[config.mk]
export PLATFORM = sky130hd
export DESIGN_NAME = prt_add
export DESIGN_NICKNAME = d
export VERILOG_FILES = /design/src/rtl/core/prt_pkg.sv /design/src/rtl/core/prt_add.sv
export SDC_FILE = /design/constraint.sdc
export NUM_CORES = 1
export LEC_CHECK = 0
export ABC_AREA = 0
export BUFFER_PORTS_ARGS = -buffer_cell sky130_fd_sc_hd__buf_4
export CORE_AREA = 3 3 324 326
export DETAILED_ROUTE_END_ITERATION = 6
export DIE_AREA = 0 0 327 329
export GPL_TIMING_DRIVEN = 0
export PLACE_DENSITY = 0.44
export SYNTH_ARGS = -nofsm -noshare
export SYNTH_HDL_FRONTEND = slang
export SYNTH_SLANG_ARGS = --single-unit
[constraint.sdc]
create_clock -name clk -period 9.33 [get_ports clk]
set_input_delay 1.866 -clock clk [delete_from_list [all_inputs] [get_ports clk]]
set_output_delay 1.866 -clock clk [all_outputs]
set_load 0.01 [all_outputs]
[src/rtl/core/prt_pkg.sv]
package prt_pkg;

    localparam int COORD_WIDTH_DEF = 32;
    localparam int COEF_WIDTH_DEF  = 16;
    localparam int AXES            = 3;
    localparam int CFG_IDX_W       = 3;

    typedef enum logic [CFG_IDX_W-1:0] {
        REG_ROT_ROW_ONE   = 3'd0,
        REG_ROT_ROW_TWO   = 3'd1,
        REG_ROT_ROW_THREE = 3'd2,
        REG_SHIFT_X       = 3'd3,
        REG_SHIFT_Y       = 3'd4,
        REG_SHIFT_Z       = 3'd5
    } cfg_index_t;

    // forward control that travels with each beat through the pipeline
    typedef struct packed {
        logic valid;
        logic last;
    } pipe_ctl_t;

endpackage

[src/rtl/core/prt_add.sv]
module prt_add #(
    parameter int COORD_WIDTH = prt_pkg::COORD_WIDTH_DEF,
    parameter int COEF_WIDTH  = prt_pkg::COEF_WIDTH_DEF,
    localparam int PROD_W     = COORD_WIDTH + COEF_WIDTH,
    localparam int SUM_W      = COORD_WIDTH + COEF_WIDTH + 1
) (
    input  logic                          clk,
    input  logic                          rst_n,
    input  prt_pkg::pipe_ctl_t            up_ctl,
    output logic                          up_ready,
    input  logic signed [PROD_W-1:0]      prod    [prt_pkg::AXES][prt_pkg::AXES],
    input  logic signed [COORD_WIDTH-1:0] shifts  [prt_pkg::AXES],
    output prt_pkg::pipe_ctl_t            dn_ctl,
    input  logic                          dn_ready,
    output logic signed [SUM_W-1:0]       part_a  [prt_pkg::AXES],
    output logic signed [SUM_W-1:0]       part_b  [prt_pkg::AXES]
);
    import prt_pkg::*;

    localparam int FRAC = COEF_WIDTH - 2;
    localparam logic signed [SUM_W-1:0] HALF = SUM_W'(1) <<< (FRAC - 1);

    pipe_ctl_t               ctl_reg;
    pipe_ctl_t               ctl_next;
    logic signed [SUM_W-1:0] a_reg  [AXES];
    logic signed [SUM_W-1:0] a_next [AXES];
    logic signed [SUM_W-1:0] b_reg  [AXES];
    logic signed [SUM_W-1:0] b_next [AXES];
    logic                    load;

    assign up_ready = !ctl_reg.valid || dn_ready;
    assign load     = up_ctl.valid && up_ready;

    // split the four-term sum; the rounding half rides along with the offset
    always_comb
    begin
        logic signed [SUM_W-1:0] offset;
        for (int a = 0; a < AXES; a++)
        begin
            offset    = SUM_W'(shifts[a]) <<< FRAC;
            a_next[a] = SUM_W'(prod[a][0]) + SUM_W'(prod[a][1]);
            b_next[a] = SUM_W'(prod[a][2]) + offset + HALF;
        end
    end

    always_comb
    begin
        ctl_next = ctl_reg;
        if (up_ready)
        begin
            ctl_next = up_ctl;
        end
    end

    always_ff @(posedge clk or negedge rst_n)
    begin
        if (!rst_n)
        begin
            ctl_reg <= '0;
        end
        else
        begin
            ctl_reg <= ctl_next;
        end
    end

    always_ff @(posedge clk)
    begin
        if (load)
        begin
            a_reg <= a_next;
            b_reg <= b_next;
        end
    end

    assign dn_ctl = ctl_reg;
    assign part_a = a_reg;
    assign part_b = b_reg;

endmodule

==> flow_summary.yaml <==
status:
  outcome: "finished clean"
global_route:
  use_met1: 0.195
  grt_pass1_wl_um: 136000
  grt.total_usage: 0.168
  antenna_found_initial: 16
  grt_max_degree: 60
  grt_use_met2: 0.286
  grt_pass1_vias: 21200
  busiest_layer: "met2"
  use_met3: 0.0524
  gr-total-overflow: 0
cts:
  cts_resized: 0
  cts_root_buffer: "clkbuf_16"
  post_cts_buffers: 0
  cts_max_level: 2
  clk_pin_slew_ns: 0.05
  cts_sinks: 296
  cts_buffer_depth: 3
  cts_buffers: 43
  clk_latency_ns: 0.59
  cts_tree: "done"
  ctsHoldBuffers: 0
synthesis:
  syn_area_per_cell_um2: 9.97
  synth-edff-count: 294
  async_flop_share: 0.00676
  ys_ff_latch: 296
  ys_types: 77
  syn_inst: 2239
  seq_area_frac_synth: 0.398
  syn-num-nets: 3024
  syn_area_mm2: 0.0223
  yosysWarnings: 0
  synth_ff_type: "edfxtp_1"
worst_hold_path:
  hp-class: "reg -> reg"
  hold_depth: 1
  holdPathEnd: "dn_ctl[0]"
  worst_hold_startpoint: "dn_ctl[0]"
timing:
  fin_skew_ns: 0.0192
  rsz0062_at_grt: "false"
  maxSlewHeadroom: 0.463
  finalMaxSlewViolations: 0
  finalCritPeriodShare: 0.562
  fin_tns_setup_ns: 0
  fmax_ghz: 0.191
  period_minus_slack_ns: 5.24
  setup_viol: 0
  hold_violations: 0
  tightest_slew_ns: 0.794
pwr:
  power_density_mw_per_mm2: 158
  power_leakage_nw: 14.0
  ir_drop_mv: 0.101
route:
  ant_nets: 0
  drc: 0
  drt-total-wl_um: 95100
  drt_iter0_drc: 1059
  vias: 20900
  vias_per_cell: 4.61
  dr.pass1.iters: 5
  avgRoutedWirePerCell_um: 21.0
critical_path:
  ff2ff_path_depth: 5
  r2r_end: "part_b[62]"
  reg2reg_slack_ns: 6.72
  critPathRequiredTime_ns: 9.65
  cp-start-kind: "input port"
  worst-setup-path-type: "in -> reg"
  end_kind: "flip-flop"
  cp.arrival_ns: 5.56
  rr_startpoint: "dn_ctl[1]"
  crit_path_max_fanout: 3
final_layout:
  utilization: 0.312
  layout-drive-gt1-share: 0.295
  layout_commonest_cell: "buf_4"
  mostFrequentLayoutCells: "829 x buf_4, 294 x edfxtp_1, 249 x a21oi_1, 246 x ha_1, 156 x a21o_1"
  nNetsFinal: 3903
  syn_to_final_growth_pct: 42.7
  nFillCells: 10800
die:
  die_w_um: 327
  rows: 117
  die_y_um: 329
  core_mm2: 0.102
  boundaryPins: 830
  floorplan.initialDensity: 0.219
  dieArea_mm2: 0.108
placed_design:
  portBuffers: 829
  place_hpwl_um: 79800
  gp_congestion: 0.871
job:
  cap_viol_max_count: 0
==> final cells by class <==
cell class,count,area (um^2),share of cell area
antenna,12,30.0,0.000943
buffer,64,246,0.00774
clock buffer,51,1140,0.0357
clock inverter,27,285,0.00896
inverter,66,248,0.00778
multi-input combinational,1813,12900,0.406
sequential,296,8880,0.279
tap,1368,1710,0.0538
timing repair buffer,834,6360,0.200
==> cells in the mapped netlist, drive strengths merged, types with 12 or more instances <==
master / n / area share
edfxtp: 294 / 0.40
a211oi: 31 / 0.011
and3: 25 / 0.0070
xor2: 84 / 0.033
and2: 15 / 0.0042
o21a: 24 / 0.0081
nor2b: 29 / 0.0081
nor2: 123 / 0.021
clkbuf: 59 / 0.010
ha: 246 / 0.14
nand4: 42 / 0.012
o21bai: 48 / 0.016
nand3: 50 / 0.012
a21o: 156 / 0.052
nand2b: 31 / 0.0087
nor3: 32 / 0.0072
a31oi: 30 / 0.0084
inv: 66 / 0.011
a21oi: 251 / 0.057
o21ai: 153 / 0.034
o31ai: 12 / 0.0049
xnor2: 135 / 0.053
nand2: 149 / 0.025
==> worst max-delay path: stages <==
cell and delay, ns:
buf_4 0.11, ha_1 0.23, fa_1 0.45, a211oi_2 0.43, o21ai_1 0.22, a211oi_1 0.62
o211ai_1 0.35, a21oi_2 0.37, o41ai_2 0.15, a221oi_2 0.43, o21ai_1 0.15, xor2_1 0.18
==> routing by layer <==
| layer | vias to the layer above | wire length [um] |
|---|---|---|
| li1 | 10300 | - |
| met1 | 9776 | 38200 |
| met2 | 676 | 45900 |
| met3 | 144 | 7310 |
| met4 | 6 | 3560 |
| met5 | - | 49 |
==> metrics by stage <==
stage                     area, um^2  power [W]  setup slack (ns)  cells  hold WS (ns)
after floorplan                22300    0.00264              3.17   2239         0.551
after global placement         30200    0.00338             0.701   4436         0.501
after detailed placement       30400    0.00336              3.59   4441         0.510
after CTS                      31800    0.00512              4.23   4519         0.523
after global routing           31800    0.00532              4.02   4527         0.543
final                          31800    0.00502              4.09   4531         0.514
==> state kept, by name (all words and copies together), names as in the netlist <==
name    count
part_a    147
part_b    147
dn_ctl      2
==> cell families after synthesis <==
| family | Yosys count | synth area share |
|---|---|---|
| simple gates | 535 | 0.117 |
| buf+inv | 130 | 0.0222 |
| flops | 296 | 0.398 |
| mux | 4 | 0.00185 |
| xor+xnor | 219 | 0.0860 |
| fa+ha+maj | 252 | 0.143 |
| compound gates | 803 | 0.232 |
==> how the worst max path moves through the flow <==
stage	start	to	slack [ns]	cells past startpoint
global placement	dn_ready	part_b[70]	0.70	3
detailed placement	prod[336]	part_a[144]	3.59	12
CTS	prod[336]	part_a[144]	4.23	12
finish	prod[336]	part_a[144]	4.09	12
global route	prod[336]	part_a[144]	4.02	12
floorplan	dn_ready	part_a[0]	3.17	2
==> power by group <==
group          internal [W]  switching [W]  total, W
registers           0.00168      0.0000436   0.00172
clock network       0.00101       0.000686   0.00170
logic              0.000725       0.000878   0.00160
total               0.00341        0.00161   0.00502
Note: power is estimated with default switching activity, not from simulation.
