## src/rtl/core/prt_pkg.sv

```systemverilog
package prt_pkg;

    localparam int COORD_WIDTH_DEF = 32;
    localparam int COEF_WIDTH_DEF  = 16;
    localparam int AXES            = 3;
    localparam int CFG_IDX_W       = 3;

    typedef enum logic [CFG_IDX_W-1:0] {
        REG_ROT_ROW_ONE   = 3'd0,
        REG_ROT_ROW_TWO   = 3'd1,
        REG_ROT_ROW_THREE = 3'd2,
        REG_SHIFT_X       = 3'd3,
        REG_SHIFT_Y       = 3'd4,
        REG_SHIFT_Z       = 3'd5
    } cfg_index_t;

    // forward control that travels with each beat through the pipeline
    typedef struct packed {
        logic valid;
        logic last;
    } pipe_ctl_t;

endpackage

```

## src/rtl/core/prt_sat.sv

```systemverilog
module prt_sat #(
    parameter int COORD_WIDTH = prt_pkg::COORD_WIDTH_DEF,
    parameter int COEF_WIDTH  = prt_pkg::COEF_WIDTH_DEF,
    localparam int SUM_W      = COORD_WIDTH + COEF_WIDTH + 1
) (
    input  logic                          clk,
    input  logic                          rst_n,
    input  prt_pkg::pipe_ctl_t            up_ctl,
    output logic                          up_ready,
    input  logic signed [SUM_W-1:0]       part_a  [prt_pkg::AXES],
    input  logic signed [SUM_W-1:0]       part_b  [prt_pkg::AXES],
    output prt_pkg::pipe_ctl_t            dn_ctl,
    input  logic                          dn_ready,
    output logic signed [COORD_WIDTH-1:0] coord   [prt_pkg::AXES],
    output logic                          clipped
);
    import prt_pkg::*;

    localparam int FRAC = COEF_WIDTH - 2;
    localparam logic signed [SUM_W-1:0] MAXV =
        {{(SUM_W - COORD_WIDTH + 1){1'b0}}, {(COORD_WIDTH - 1){1'b1}}};
    localparam logic signed [SUM_W-1:0] MINV =
        {{(SUM_W - COORD_WIDTH + 1){1'b1}}, {(COORD_WIDTH - 1){1'b0}}};
    localparam logic signed [COORD_WIDTH-1:0] CMAX = {1'b0, {(COORD_WIDTH - 1){1'b1}}};
    localparam logic signed [COORD_WIDTH-1:0] CMIN = {1'b1, {(COORD_WIDTH - 1){1'b0}}};

    pipe_ctl_t                     ctl_reg;
    pipe_ctl_t                     ctl_next;
    logic signed [COORD_WIDTH-1:0] coord_reg  [AXES];
    logic signed [COORD_WIDTH-1:0] coord_next [AXES];
    logic                          clip_reg;
    logic                          clip_next;
    logic                          load;

    assign up_ready = !ctl_reg.valid || dn_ready;
    assign load     = up_ctl.valid && up_ready;

    // floor shift after the half was added gives round half up
    always_comb
    begin
        logic signed [SUM_W-1:0] total;
        logic signed [SUM_W-1:0] scaled;
        clip_next = 1'b0;
        for (int a = 0; a < AXES; a++)
        begin
            total  = part_a[a] + part_b[a];
            scaled = total >>> FRAC;
            if (scaled > MAXV)
            begin
                coord_next[a] = CMAX;
                clip_next     = 1'b1;
            end
            else if (scaled < MINV)
            begin
                coord_next[a] = CMIN;
                clip_next     = 1'b1;
            end
            else
            begin
                coord_next[a] = scaled[COORD_WIDTH-1:0];
            end
        end
    end

    always_comb
    begin
        ctl_next = ctl_reg;
        if (up_ready)
        begin
            ctl_next = up_ctl;
        end
    end

    always_ff @(posedge clk or negedge rst_n)
    begin
        if (!rst_n)
        begin
            ctl_reg <= '0;
        end
        else
        begin
            ctl_reg <= ctl_next;
        end
    end

    always_ff @(posedge clk)
    begin
        if (load)
        begin
            coord_reg <= coord_next;
            clip_reg  <= clip_next;
        end
    end

    assign dn_ctl  = ctl_reg;
    assign coord   = coord_reg;
    assign clipped = clip_reg;

    a_clip_at_rail: assert property (@(posedge clk) disable iff (!rst_n)
        ctl_reg.valid && clip_reg |->
            coord_reg[0] == CMAX || coord_reg[0] == CMIN ||
            coord_reg[1] == CMAX || coord_reg[1] == CMIN ||
            coord_reg[2] == CMAX || coord_reg[2] == CMIN)
        else $error("clip flag set with no axis at a rail");

endmodule

```

## config.mk

```make
export PLATFORM = sky130hd
export DESIGN_NAME = prt_sat
export DESIGN_NICKNAME = d
export VERILOG_FILES = /design/src/rtl/core/prt_pkg.sv /design/src/rtl/core/prt_sat.sv
export SDC_FILE = /design/constraint.sdc
export NUM_CORES = 1
export LEC_CHECK = 0
export ABC_AREA = 1
export BUFFER_PORTS_ARGS = -buffer_cell sky130_fd_sc_hd__buf_2
export CELL_PAD_IN_SITES_DETAIL_PLACEMENT = 0
export CELL_PAD_IN_SITES_GLOBAL_PLACEMENT = 2
export CORE_MARGIN = 5
export CORE_UTILIZATION = 28
export CTS_CLUSTER_SIZE = 25
export DETAILED_ROUTE_END_ITERATION = 16
export PLACE_DENSITY_LB_ADDON = 0.1
export SLEW_MARGIN = 20
export SYNTH_ARGS = -nofsm -noshare
export SYNTH_HDL_FRONTEND = slang
export SYNTH_SLANG_ARGS = --single-unit
export TNS_END_PERCENT = 50
```

## constraint.sdc

```tcl
create_clock -name clk -period 6.07 [get_ports clk]
set_input_delay 1.214 -clock clk [delete_from_list [all_inputs] [get_ports clk]]
set_output_delay 1.214 -clock clk [all_outputs]
set_load 0.005 [all_outputs]
```

==> results.toml <==
[clock_network]
post-cts-setup-buffer-count = 0
insertion_delay_ps = 400
h-tree-depth = 3
clkTransAtPathRegs_ps = 80
clockBufferDepth = 2
cts-resized-gates = 0
cts_tree = "done"
cts-root-buf = "clkbuf_16"
cts_buffers = 9
cts_num_sinks = 99
ctsHoldBuffers = 0

[min_path]
hold_depth = 2
worstHoldPathType = "reg -> reg"

[floorplan]
coreArea_mm2 = 0.0499
ios = 399
die_h_um = 234
row_count = 82
die_area_mm2 = 0.0546
die_x_um = 234
start_util_pct = 28.1

[synth]
ys_seq_area_share_pct = 21.1
avgSynthCellArea_um2 = 6.10
synth_area_mm2 = 0.0140
synth_warnings = 0
syn_nets = 2737
ys_top_cells_by_area = "nand2_1 24%, edfxtp_1 21%, ha_1 13%, inv_1 9.2%, a21oi_1 5.2%"
syn_inst = 2297
synth.most_common_cell = "nand2_1"
synth.distinct_cells = 39
ys_ff_latch = 99
ys_top_cells_by_count = "897 x nand2_1, 345 x inv_1, 184 x nor2_1, 147 x a21oi_1, 141 x ha_1"
async_reset_ff_share_pct = 2.02
synth-edff-count = 97
ys_dominant_reg_cell = "edfxtp_1"
synth_top_area_share_pct = 24.0
synth_top_area_cell = "nand2_1"

[cells_and_area]
final_nets = 3133
drive_above_1_share_pct = 19.5
fin_util_pct = 34.2
area_growth_pct = 21.7
largest_reg_flops = 96

[power]
p_sw_mw = 1.41
ir_drop_mv = 0.133
p_leak_nw = 9.19
power_frac_comb_pct = 50.4
clkPwrFrac_pct = 20.2
pwr-share-seq_pct = 29.4
p_per_area_mw_per_mm2 = 187
switching_share_pct = 44.3
p_int_mw = 1.78

[drt]
wirelength_um = 59900
drc = 0
ant_nets = 0
wl_per_cell_um = 17.8
firstDrtPassIters = 6
avgViaCountPerCell = 4.66
via_count = 15700
drtIter0Drc = 1003

[grt]
antenna_found_initial = 2
globalRouteOverflowTotal = 0
grt_pass1_vias = 15200
grt_pass1_wl_um = 88200
grt_start_max_net_pins = 52
globalRouteTotalUtil_pct = 21.0

[timing]
drv_slew = 0
worst_pin_slew_ps = 933
grt_setup_unrepaired = "false"
fmax_mhz = 254
slew_headroom_pct = 37.7
period_minus_slack_ps = 3940
skew_ps = 14.0
setup_viol = 0
period_share_pct = 64.9
tns_ps = 0
finalHoldViolCount = 0

[run_status]
status = "completed"

[placement]
globalplace.congestion = 0.944
portBuffers = 398
hpwl_um = 52700

[worst_setup_path]
path_max_fanout = 32
cp_data_required_time_ps = 6230
setup.worst_path.end_class = "flip-flop"
cp.arrival_ps = 4100
reg2reg_depth = 4
crit_path_start_kind = "input pin"
crit_type = "in -> reg"

[run]
drv_cap = 0
[layout make-up]
| type | instances | area (um2) |
|---|---|---|
| Fill cell | 5694 | 32800 |
| Multi-Input combinational cell | 1814 | 9530 |
| Sequential cell | 99 | 2960 |
| Timing Repair Buffer | 403 | 2030 |
| Inverter | 366 | 1370 |
| Tap cell | 672 | 841 |
| Clock buffer | 9 | 225 |
| Clock inverter | 7 | 85.1 |
| Antenna cell | 1 | 2.50 |
[cells by family after synthesis]
group	synth area share, %
simple gates	39.1
buf+inv	10.9
compound gates	11.7
fa+ha+maj	12.6
flops	21.1
xor+xnor	4.56
[final timing paths]
check	slack (ps)	from	to
max reg2reg	3770	dn_ctl[1]	coord[35]
max	2130	part_a[32]	clipped
min reg2reg	490	dn_ctl[0]	dn_ctl[0]
max in group asynchronous	5380	rst_n	dn_ctl[0]
min in group asynchronous	600	rst_n	dn_ctl[1]
min	490	dn_ctl[0]	dn_ctl[0]
[cells in the final DEF, fill, tap and decap left out, types with 3 or more instances in the layout]
master     instances
buf_4              5
a21oi_1          147
nor2_1           183
a21o_1             6
nand3_1          108
nor2_2            23
a31oi_1            7
o21ai_2           29
buf_2            398
nand2_2           16
nand4_1           27
a31o_2             3
inv_1            345
nor2_4             5
ha_1             141
xnor2_1           32
o21ai_1           13
inv_2             21
nor3_2             4
nand3b_1          17
nand2_1          897
edfxtp_1          97
inv_6              3
o21a_1             5
nor3_1            23
xor2_1            41
o211ai_1           4
clkbuf_16          9
nor4_1             7
and3_1             5
nand3_2            4
o21ai_0           33
o21bai_1          26
[stage by stage]
stage / total power, mW / cells / hold slack (ps) / setup WS, ps / cell area (um2)
floorplan: 1.96 / 2297 / 472 / 185 / 14000
global placement: 2.57 / 3354 / 461 / 1710 / 16700
detailed placement: 2.56 / 3354 / 481 / 1760 / 16700
CTS: 3.23 / 3370 / 500 / 2190 / 17100
global route: 3.43 / 3371 / 520 / 1870 / 17100
finish: 3.19 / 3371 / 490 / 2130 / 17100
[worst max-delay path, stage by stage]
cell	delay (ps)
buf_2	100
ha_1	440
nand2_1	160
inv_1	110
nand2_1	170
nor2_2	180
nand2_1	150
nor2_2	130
nand2_2	100
nand3_2	110
nand2_1	60
nand2_1	60
nand3_1	90
nand2_2	670
nand2_1	170
nor2_1	130
nand2_1	60
[routing by layer]
layer,vias up,GRT usage [%],share of wire [%]
li1,8122,-,-
met1,7128,30.6,49
met2,425,33.3,44
met3,45,2.49,5.0
met4,2,4.77,1.6
met5,-,0,0.025
[power groups by stage]
stage	clock network [mW]	logic, mW	registers (mW)
final	0.645	1.61	0.937
after detailed placement	0	1.61	0.952
after floorplan	0	1.02	0.947
after global routing	0.692	1.80	0.944
after CTS	0.670	1.62	0.939
after global placement	0	1.61	0.954
Power figures use the tool's default switching activity.
