$ cat src/rtl/core/prt_pkg.sv
package prt_pkg;

    localparam int COORD_WIDTH_DEF = 32;
    localparam int COEF_WIDTH_DEF  = 16;
    localparam int AXES            = 3;
    localparam int CFG_IDX_W       = 3;

    typedef enum logic [CFG_IDX_W-1:0] {
        REG_ROT_ROW_ONE   = 3'd0,
        REG_ROT_ROW_TWO   = 3'd1,
        REG_ROT_ROW_THREE = 3'd2,
        REG_SHIFT_X       = 3'd3,
        REG_SHIFT_Y       = 3'd4,
        REG_SHIFT_Z       = 3'd5
    } cfg_index_t;

    // forward control that travels with each beat through the pipeline
    typedef struct packed {
        logic valid;
        logic last;
    } pipe_ctl_t;

endpackage

$ cat src/rtl/core/prt_regs.sv
module prt_regs #(
    parameter int COORD_WIDTH = prt_pkg::COORD_WIDTH_DEF,
    parameter int COEF_WIDTH  = prt_pkg::COEF_WIDTH_DEF,
    localparam int ROW_W      = 3 * COEF_WIDTH,
    localparam int DATA_W     = (ROW_W > COORD_WIDTH) ? ROW_W : COORD_WIDTH
) (
    input  logic                             clk,
    input  logic                             rst_n,
    input  logic                             wr_en,
    input  logic [prt_pkg::CFG_IDX_W-1:0]    wr_index,
    input  logic [DATA_W-1:0]                wr_data,
    output logic [ROW_W-1:0]                 rows   [prt_pkg::AXES],
    output logic signed [COORD_WIDTH-1:0]    shifts [prt_pkg::AXES]
);
    import prt_pkg::*;

    // 1.0 in Q2.14 sits at bit COEF_WIDTH-2 of each coefficient field
    localparam logic [ROW_W-1:0] ONE_LOW = ROW_W'(1) << (COEF_WIDTH - 2);

    logic [ROW_W-1:0]              rows_reg    [AXES];
    logic [ROW_W-1:0]              rows_next   [AXES];
    logic signed [COORD_WIDTH-1:0] shifts_reg  [AXES];
    logic signed [COORD_WIDTH-1:0] shifts_next [AXES];

    always_comb
    begin
        rows_next   = rows_reg;
        shifts_next = shifts_reg;
        if (wr_en)
        begin
            unique case (cfg_index_t'(wr_index))
                REG_ROT_ROW_ONE:   rows_next[0]   = wr_data[ROW_W-1:0];
                REG_ROT_ROW_TWO:   rows_next[1]   = wr_data[ROW_W-1:0];
                REG_ROT_ROW_THREE: rows_next[2]   = wr_data[ROW_W-1:0];
                REG_SHIFT_X:       shifts_next[0] = $signed(wr_data[COORD_WIDTH-1:0]);
                REG_SHIFT_Y:       shifts_next[1] = $signed(wr_data[COORD_WIDTH-1:0]);
                REG_SHIFT_Z:       shifts_next[2] = $signed(wr_data[COORD_WIDTH-1:0]);
                default: ;
            endcase
        end
    end

    always_ff @(posedge clk or negedge rst_n)
    begin
        if (!rst_n)
        begin
            rows_reg[0]   <= ONE_LOW << (2 * COEF_WIDTH);
            rows_reg[1]   <= ONE_LOW << COEF_WIDTH;
            rows_reg[2]   <= ONE_LOW;
            shifts_reg[0] <= '0;
            shifts_reg[1] <= '0;
            shifts_reg[2] <= '0;
        end
        else
        begin
            rows_reg   <= rows_next;
            shifts_reg <= shifts_next;
        end
    end

    assign rows   = rows_reg;
    assign shifts = shifts_reg;

    a_row_write: assert property (@(posedge clk) disable iff (!rst_n)
        wr_en && wr_index == REG_ROT_ROW_ONE |=> rows_reg[0] == $past(wr_data[ROW_W-1:0]))
        else $error("row one write lost");

endmodule

$ cat config.mk
export PLATFORM = sky130hd
export DESIGN_NAME = prt_regs
export DESIGN_NICKNAME = d
export VERILOG_FILES = /design/src/rtl/core/prt_pkg.sv /design/src/rtl/core/prt_regs.sv
export SDC_FILE = /design/constraint.sdc
export NUM_CORES = 1
export LEC_CHECK = 0
export BUFFER_PORTS_ARGS = -buffer_cell sky130_fd_sc_hd__buf_2
export CAP_MARGIN = 20
export CORE_MARGIN = 5
export CORE_UTILIZATION = 47
export CTS_BUF_LIST = sky130_fd_sc_hd__clkbuf_4
export CTS_CLUSTER_SIZE = 30
export DETAILED_ROUTE_END_ITERATION = 6
export PLACE_DENSITY = 0.75
export SLEW_MARGIN = 20
export SYNTH_ARGS = -nofsm -noshare
export SYNTH_HDL_FRONTEND = slang
export SYNTH_SLANG_ARGS = --single-unit
$ cat constraint.sdc
create_clock -name clk -period 1.5 [get_ports clk]
set_input_delay 0.15 -clock clk [delete_from_list [all_inputs] [get_ports clk]]
set_output_delay 0.15 -clock clk [all_outputs]
set_load 0.005 [all_outputs]
==> impl_metrics.csv, run 1 <==
group,metric,value,unit
synth,synth_ff_type,"dfrtp_1",
sta,clock_skew,0,ns
placed_design,pre_cts_ws,0.0256,ns
job,cap_violations,0,
sta,rsz0062_at_grt,"yes",
grt,grt_overflow_total,0,
floorplan,initial_utilization,0.473,
critical_path,worst-endpoint-arrival,1.28,ns
finish,area_delta_synth_final,35.0,%
floorplan,die_y,149,um
run_status,status,"complete, no violations",
power_and_ir_drop,powerDensity,1420,nW/um^2
routing,drc,0,
grt,antenna_found_initial,1,
min_path,hold_class,"in -> async",
routing,wire_per_inst,19.1,um
synth,synth_warnings,0,
sta,worst_slew_pin_slew,0.501,ns
cts,numCtsBuffers,60,
synth,synthArstFlopShare,1.00,
cts,clk_pin_slew,0.07,ns
critical_path,slowest_stage,"dfstp_2",
grt,grt_max_degree,59,
routing,wl_met3,2.11,mm
critical_path,cp_num_buf_inv,1,
sta,fmax,700,MHz
power_and_ir_drop,p_total,0.0175,W
critical_path,rr_endpoint,"rows[114]",
critical_path,reg2reg_setup_slack,0.70,ns
placed_design,dp_hpwl,15.9,mm
critical_path,critPathRequiredTime,1.35,ns
finish,drive_gt1_frac,0.639,
power_and_ir_drop,irDropWorstVdd,0.817,mV
synth,synth.cell_area,9110,um^2
cts,clockBufferDepth,3,
routing,maxUsedRoutingLayer,"met4",
routing,wl_met1,9.16,mm
sta,drv_slew,0,
cts,cts_tree,"yes",
critical_path,criticalPathCategory,"reg -> out",
sta,hold_violations,0,
floorplan,die_w,149,um
power_and_ir_drop,power.leakage,6.01,nW
synth,ys_seq_elements,240,
floorplan,rows,51,
critical_path,max_stage_delay,0.53,ns
synth,synth-edff-count,0,
critical_path,path_delay_family,"flip-flops",
routing,met2_length,11.3,mm
sta,finalSetupTns,0,ns
sta,fin_crit,1.43,ns
finish,final_nets,970,
routing,drt_pre_antenna_iters,4,
floorplan,die_area,22300,um^2
synth,syn_avg_cell_area,17.8,um^2
finish,largest_register_ffs,144,
floorplan,core_area,19300,um^2
critical_path,end_kind,"output port",
synth,synth_top_area_frac,0.651,
sta,period_share,0.952,
critical_path,crit_chain,"buf_2",
critical_path,reg2regPathDepth,1,
cts,clock-sinks,240,
synth,yosys-top-cells-area,"dfrtp_1 (65%), mux2_2 (19%), mux2_4 (6.6%)",
synth,synth_fp_nets,565,
routing,wirelength,23.2,mm
floorplan,pin_count,294,
synth,syn_inst,511,
critical_path,reg2reg_from,"rows[114]",
critical_path,cp-start-kind,"register",
routing,detail-route-antenna-nets,0,
sta,setup_viol,0,
cts,cts_root_buffer,"clkbuf_4",
routing,vias,5980,
placed_design,gp_congestion,0.788,
placed_design,portBuffers,293,
synth,yosysMostFrequentCell,"dfrtp_1",
grt,grt_pass1_wl,36.3,mm
synth,yosys.area.top_type,"dfrtp_1",
synth,synth_common_cells,"dfrtp_1 (237), mux2_2 (150), mux2_1 (50)",
routing,viasPerCell,4.92,
cts,clock_latency,0.64,ns
grt,track_usage,0.208,
cts,postCtsSetupRepairBufs,0,
sta,fin_ws,0.0714,ns
critical_path,critPathMaxFanout,2,
routing,first_iter_violations,97,
grt,grt_pass1_vias,6585,
synth,synth_cell_type_count,12,
cts,h-tree-depth,2,
sta,whs,0.0507,ns
synth,seq_area_frac_synth,0.659,
sta,slew_headroom,0.666,
==> layer usage <==
| metal | global-route usage | vias up |
|---|---|---|
| li1 | - | 2676 |
| met2 | 0.338 | 238 |
| met5 | 0 | - |
| met3 | 0.0826 | 50 |
| met4 | 0.0805 | 0 |
| met1 | 0.251 | 3016 |
==> area by class of cell <==
type | instances | area, um^2
multi-input combinational | 246 | 2950
clock inverter | 5 | 22.5
sequential | 240 | 6010
antenna | 3 | 7.51
clock buffer | 88 | 661
timing repair buffer | 368 | 2320
fill | 1486 | 6970
tap | 265 | 332
==> how the worst max path moves through the flow <==
stage / endpoint / slack, ns / from / cells past startpoint
detailed placement: rows[107] / 0.03 / wr_index[0] / 4
global placement: rows[107] / 0.05 / wr_index[0] / 4
finish: rows[14] / 0.07 / rows[14] / 1
global route: rows[142] / -0.03 / rows[142] / 1
floorplan: rows[111] / 0.25 / wr_index[0] / 4
CTS: rows[14] / 0.003 / rows[14] / 1
==> kinds of logic (layout without fill, tap and decap cells) <==
| group | Yosys count | in the layout | synth area share |
|---|---|---|---|
| flip-flops | 240 | 240 | 0.659 |
| multiplexers | 240 | 240 | 0.313 |
| other | 0 | 3 | 0 |
| buffers and inverters | 25 | 461 | 0.0203 |
| AND/OR/NAND/NOR | 6 | 6 | 0.00741 |
==> stage by stage <==
step	instance area (um^2)	utilization	instances
after floorplan	9110	-	511
after global placement	11100	0.577	1070
after detailed placement	11100	0.577	1070
after CTS	12300	0.638	1212
after global routing	12300	0.638	1214
final	12300	0.638	1215
==> where the power goes <==
group          leakage [nW]  internal [W]  switching (W)  total [W]
clock                 0.411       0.00262        0.00237    0.00499
combinational          2.73       0.00226        0.00157    0.00383
sequential             2.88       0.00792       0.000734    0.00865
==> repair_timing <==
| action | in CTS | in global routing |
|---|---|---|
| hold buffers | 49 | 0 |
| endpoints found under the setup margin | 1 | 2 |
| hold endpoints to repair | 478 | 0 |
| resized for setup | 1 | 0 |
==> placed cells by master (no fill, tap or decap), types with 3 or more instances in the layout <==
cell type	Yosys	final
mux2_1	50	50
clkbuf_4	0	88
dfrtp_1	237	237
buf_2	13	291
buf_12	0	12
mux2_4	40	40
mux2_2	150	150
diode_2	0	3
buf_4	4	14
dfstp_2	3	3
clkinv_1	0	4
dlygate4sd3_1	0	49
(Power assumes the default switching activity.)
==> inputs of run 2 (changes only) <==
--- a/config.mk
+++ b/config.mk
@@ -9,7 +9,6 @@
 export CAP_MARGIN = 20
 export CORE_MARGIN = 5
 export CORE_UTILIZATION = 47
-export CTS_BUF_LIST = sky130_fd_sc_hd__clkbuf_4
 export CTS_CLUSTER_SIZE = 30
 export DETAILED_ROUTE_END_ITERATION = 6
 export PLACE_DENSITY = 0.75
==> run 2 against run 1 <==
Compared with the run above:
- first-iteration DRC count grew 18%
- hold slack gained 0.12 ns
- total power is 11% higher
- clock skew unchanged
- highest routed layer unchanged
- critical endpoint is now rows[78]
- worst setup slack improved by 0.13 ns
- core utilization grew 1.3 points
- register-to-register slack is essentially flat
- fmax rose by 9.6%
- combinational power about the same
- die area unchanged
==> impl_metrics.csv, run 2 (synthesis results as in run 1) <==
group,metric,value,unit
power_and_ir_drop,irDropWorstVdd,1.08,mV
cts,h-tree-depth,1,
sta,drv_slew,0,
cts,clockBufferDepth,3,
routing,drc,0,
critical_path,crit_start,"rows[78]",
finish,mostFrequentLayoutCells,"buf_2 (292), dfrtp_1 (237), mux2_2 (150), mux2_1 (50), dlygate4sd3_1 (49)",
grt,antenna_found_initial,0,
floorplan,die_area,22300,um^2
floorplan,initial_utilization,0.473,
placed_design,portBuffers,293,
grt,grt_pass1_wl,35.8,mm
min_path,hold_class,"in -> async",
cts,postCtsSetupRepairBufs,0,
critical_path,reg2regPathDepth,1,
finish,final_common_cell,"buf_2",
critical_path,end_kind,"output port",
grt,grt_overflow_total,0,
floorplan,die_y,149,um
cts,clk_pin_slew,0.06,ns
sta,slew_headroom,0.671,
routing,wirelength,23.1,mm
routing,first_iter_violations,114,
sta,hold_violations,0,
sta,setup_viol,0,
power_and_ir_drop,p_total,0.0195,W
cts,clock-sinks,240,
finish,instances_no_fill,1165,
sta,fmax,767,MHz
sta,rsz0062_at_grt,"no",
cts,clock_latency,0.50,ns
critical_path,critPathRequiredTime,1.35,ns
critical_path,crit_chain,"buf_2",
floorplan,pin_count,294,
critical_path,rr_endpoint,"rows[123]",
floorplan,die_w,149,um
critical_path,worst-endpoint-arrival,1.15,ns
routing,detail-route-antenna-nets,0,
finish,final_nets,935,
critical_path,cp_num_buf_inv,1,
finish,fin_area,12600,um^2
routing,drt_pre_antenna_iters,4,
placed_design,gp_congestion,0.788,
critical_path,reg2reg_setup_slack,0.70,ns
sta,clock_skew,0,ns
critical_path,critPathMaxFanout,2,
placed_design,placed_area,11100,um^2
cts,cts_resized,0,
run_status,status,"complete, no violations",
floorplan,core_area,19300,um^2
sta,period_share,0.869,
critical_path,max_stage_delay,0.54,ns
grt,track_usage,0.204,
placed_design,dp_cells,1070,
critical_path,reg2reg_from,"rows[123]",
critical_path,criticalPathCategory,"reg -> out",
job,cap_violations,0,
power_and_ir_drop,power.leakage,6.07,nW
finish,area_delta_synth_final,37.7,%
routing,viasPerCell,5.00,
critical_path,path_delay_family,"flip-flops",
grt,grt_pass1_vias,6301,
routing,vias,5821,
floorplan,rows,51,
critical_path,slowest_stage,"dfstp_2",
power_and_ir_drop,powerDensity,1550,nW/um^2
finish,largest_register_ffs,144,
grt,grt_max_degree,59,
sta,finalSetupTns,0,ns
placed_design,dp_hpwl,15.9,mm
sta,fin_crit,1.30,ns
finish,antenna_cells,0,
routing,wire_per_inst,19.8,um
cts,ctsHoldBuffers,49,
cts,cts_root_buffer,"clkbuf_16",
cts,cts_tree,"yes",
finish,drive_gt1_frac,0.621,
sta,worst_slew_pin_slew,0.494,ns
critical_path,cp-start-kind,"register",
cts,numCtsBuffers,25,
==> run 2: changes by cell type in the layout (fill, tap and decap cells not counted), sizes merged <==
cell,delta
clkbuf,-55
bufinv,+7
diode,-3
clkinv,+1
clkinvlp,-1
inv,+1
==> run 2: final cells by class <==
| cell class | count | area (um^2) |
|---|---|---|
| clock buffers | 33 | 706 |
| well taps | 265 | 332 |
| multi-input cells | 246 | 2950 |
| fillers | 1422 | 6720 |
| flip-flops and latches | 240 | 6010 |
| repair buffers | 368 | 2310 |
| clock inverters | 13 | 244 |
==> run 2: metrics by stage <==
stage	setup slack (ns)	utilization	hold slack (ns)
floorplan	0.246	-	-0.146
global placement	0.0538	0.577	0.121
detailed placement	0.0256	0.577	0.122
CTS	0.166	0.651	0.176
global route	0.151	0.651	0.205
finish	0.197	0.651	0.172
==> run 2: worst max path at each step <==
stage                 to  slack [ns]  depth (start not counted)
3_3_place_gp   rows[107]        0.05                          4
6_report        rows[78]        0.20                          1
4_1_cts        rows[142]        0.17                          1
2_1_floorplan  rows[111]        0.25                          4
5_1_grt         rows[78]        0.15                          1
3_5_place_dp   rows[107]        0.03                          4
==> run 2: report_power, final <==
group	internal (W)	switching, W	total, W
clock network	0.00451	0.00246	0.00697
registers	0.00792	0.000736	0.00865
logic	0.00226	0.00158	0.00384
==> run 2: routing by layer <==
layer / routed length (um) / share of wire / track usage
met1: 9080 / 0.39 / 0.253
met2: 11200 / 0.48 / 0.339
met3: 2140 / 0.092 / 0.0711
met4: 718 / 0.031 / 0.0618
met5: 0 / 0 / 0
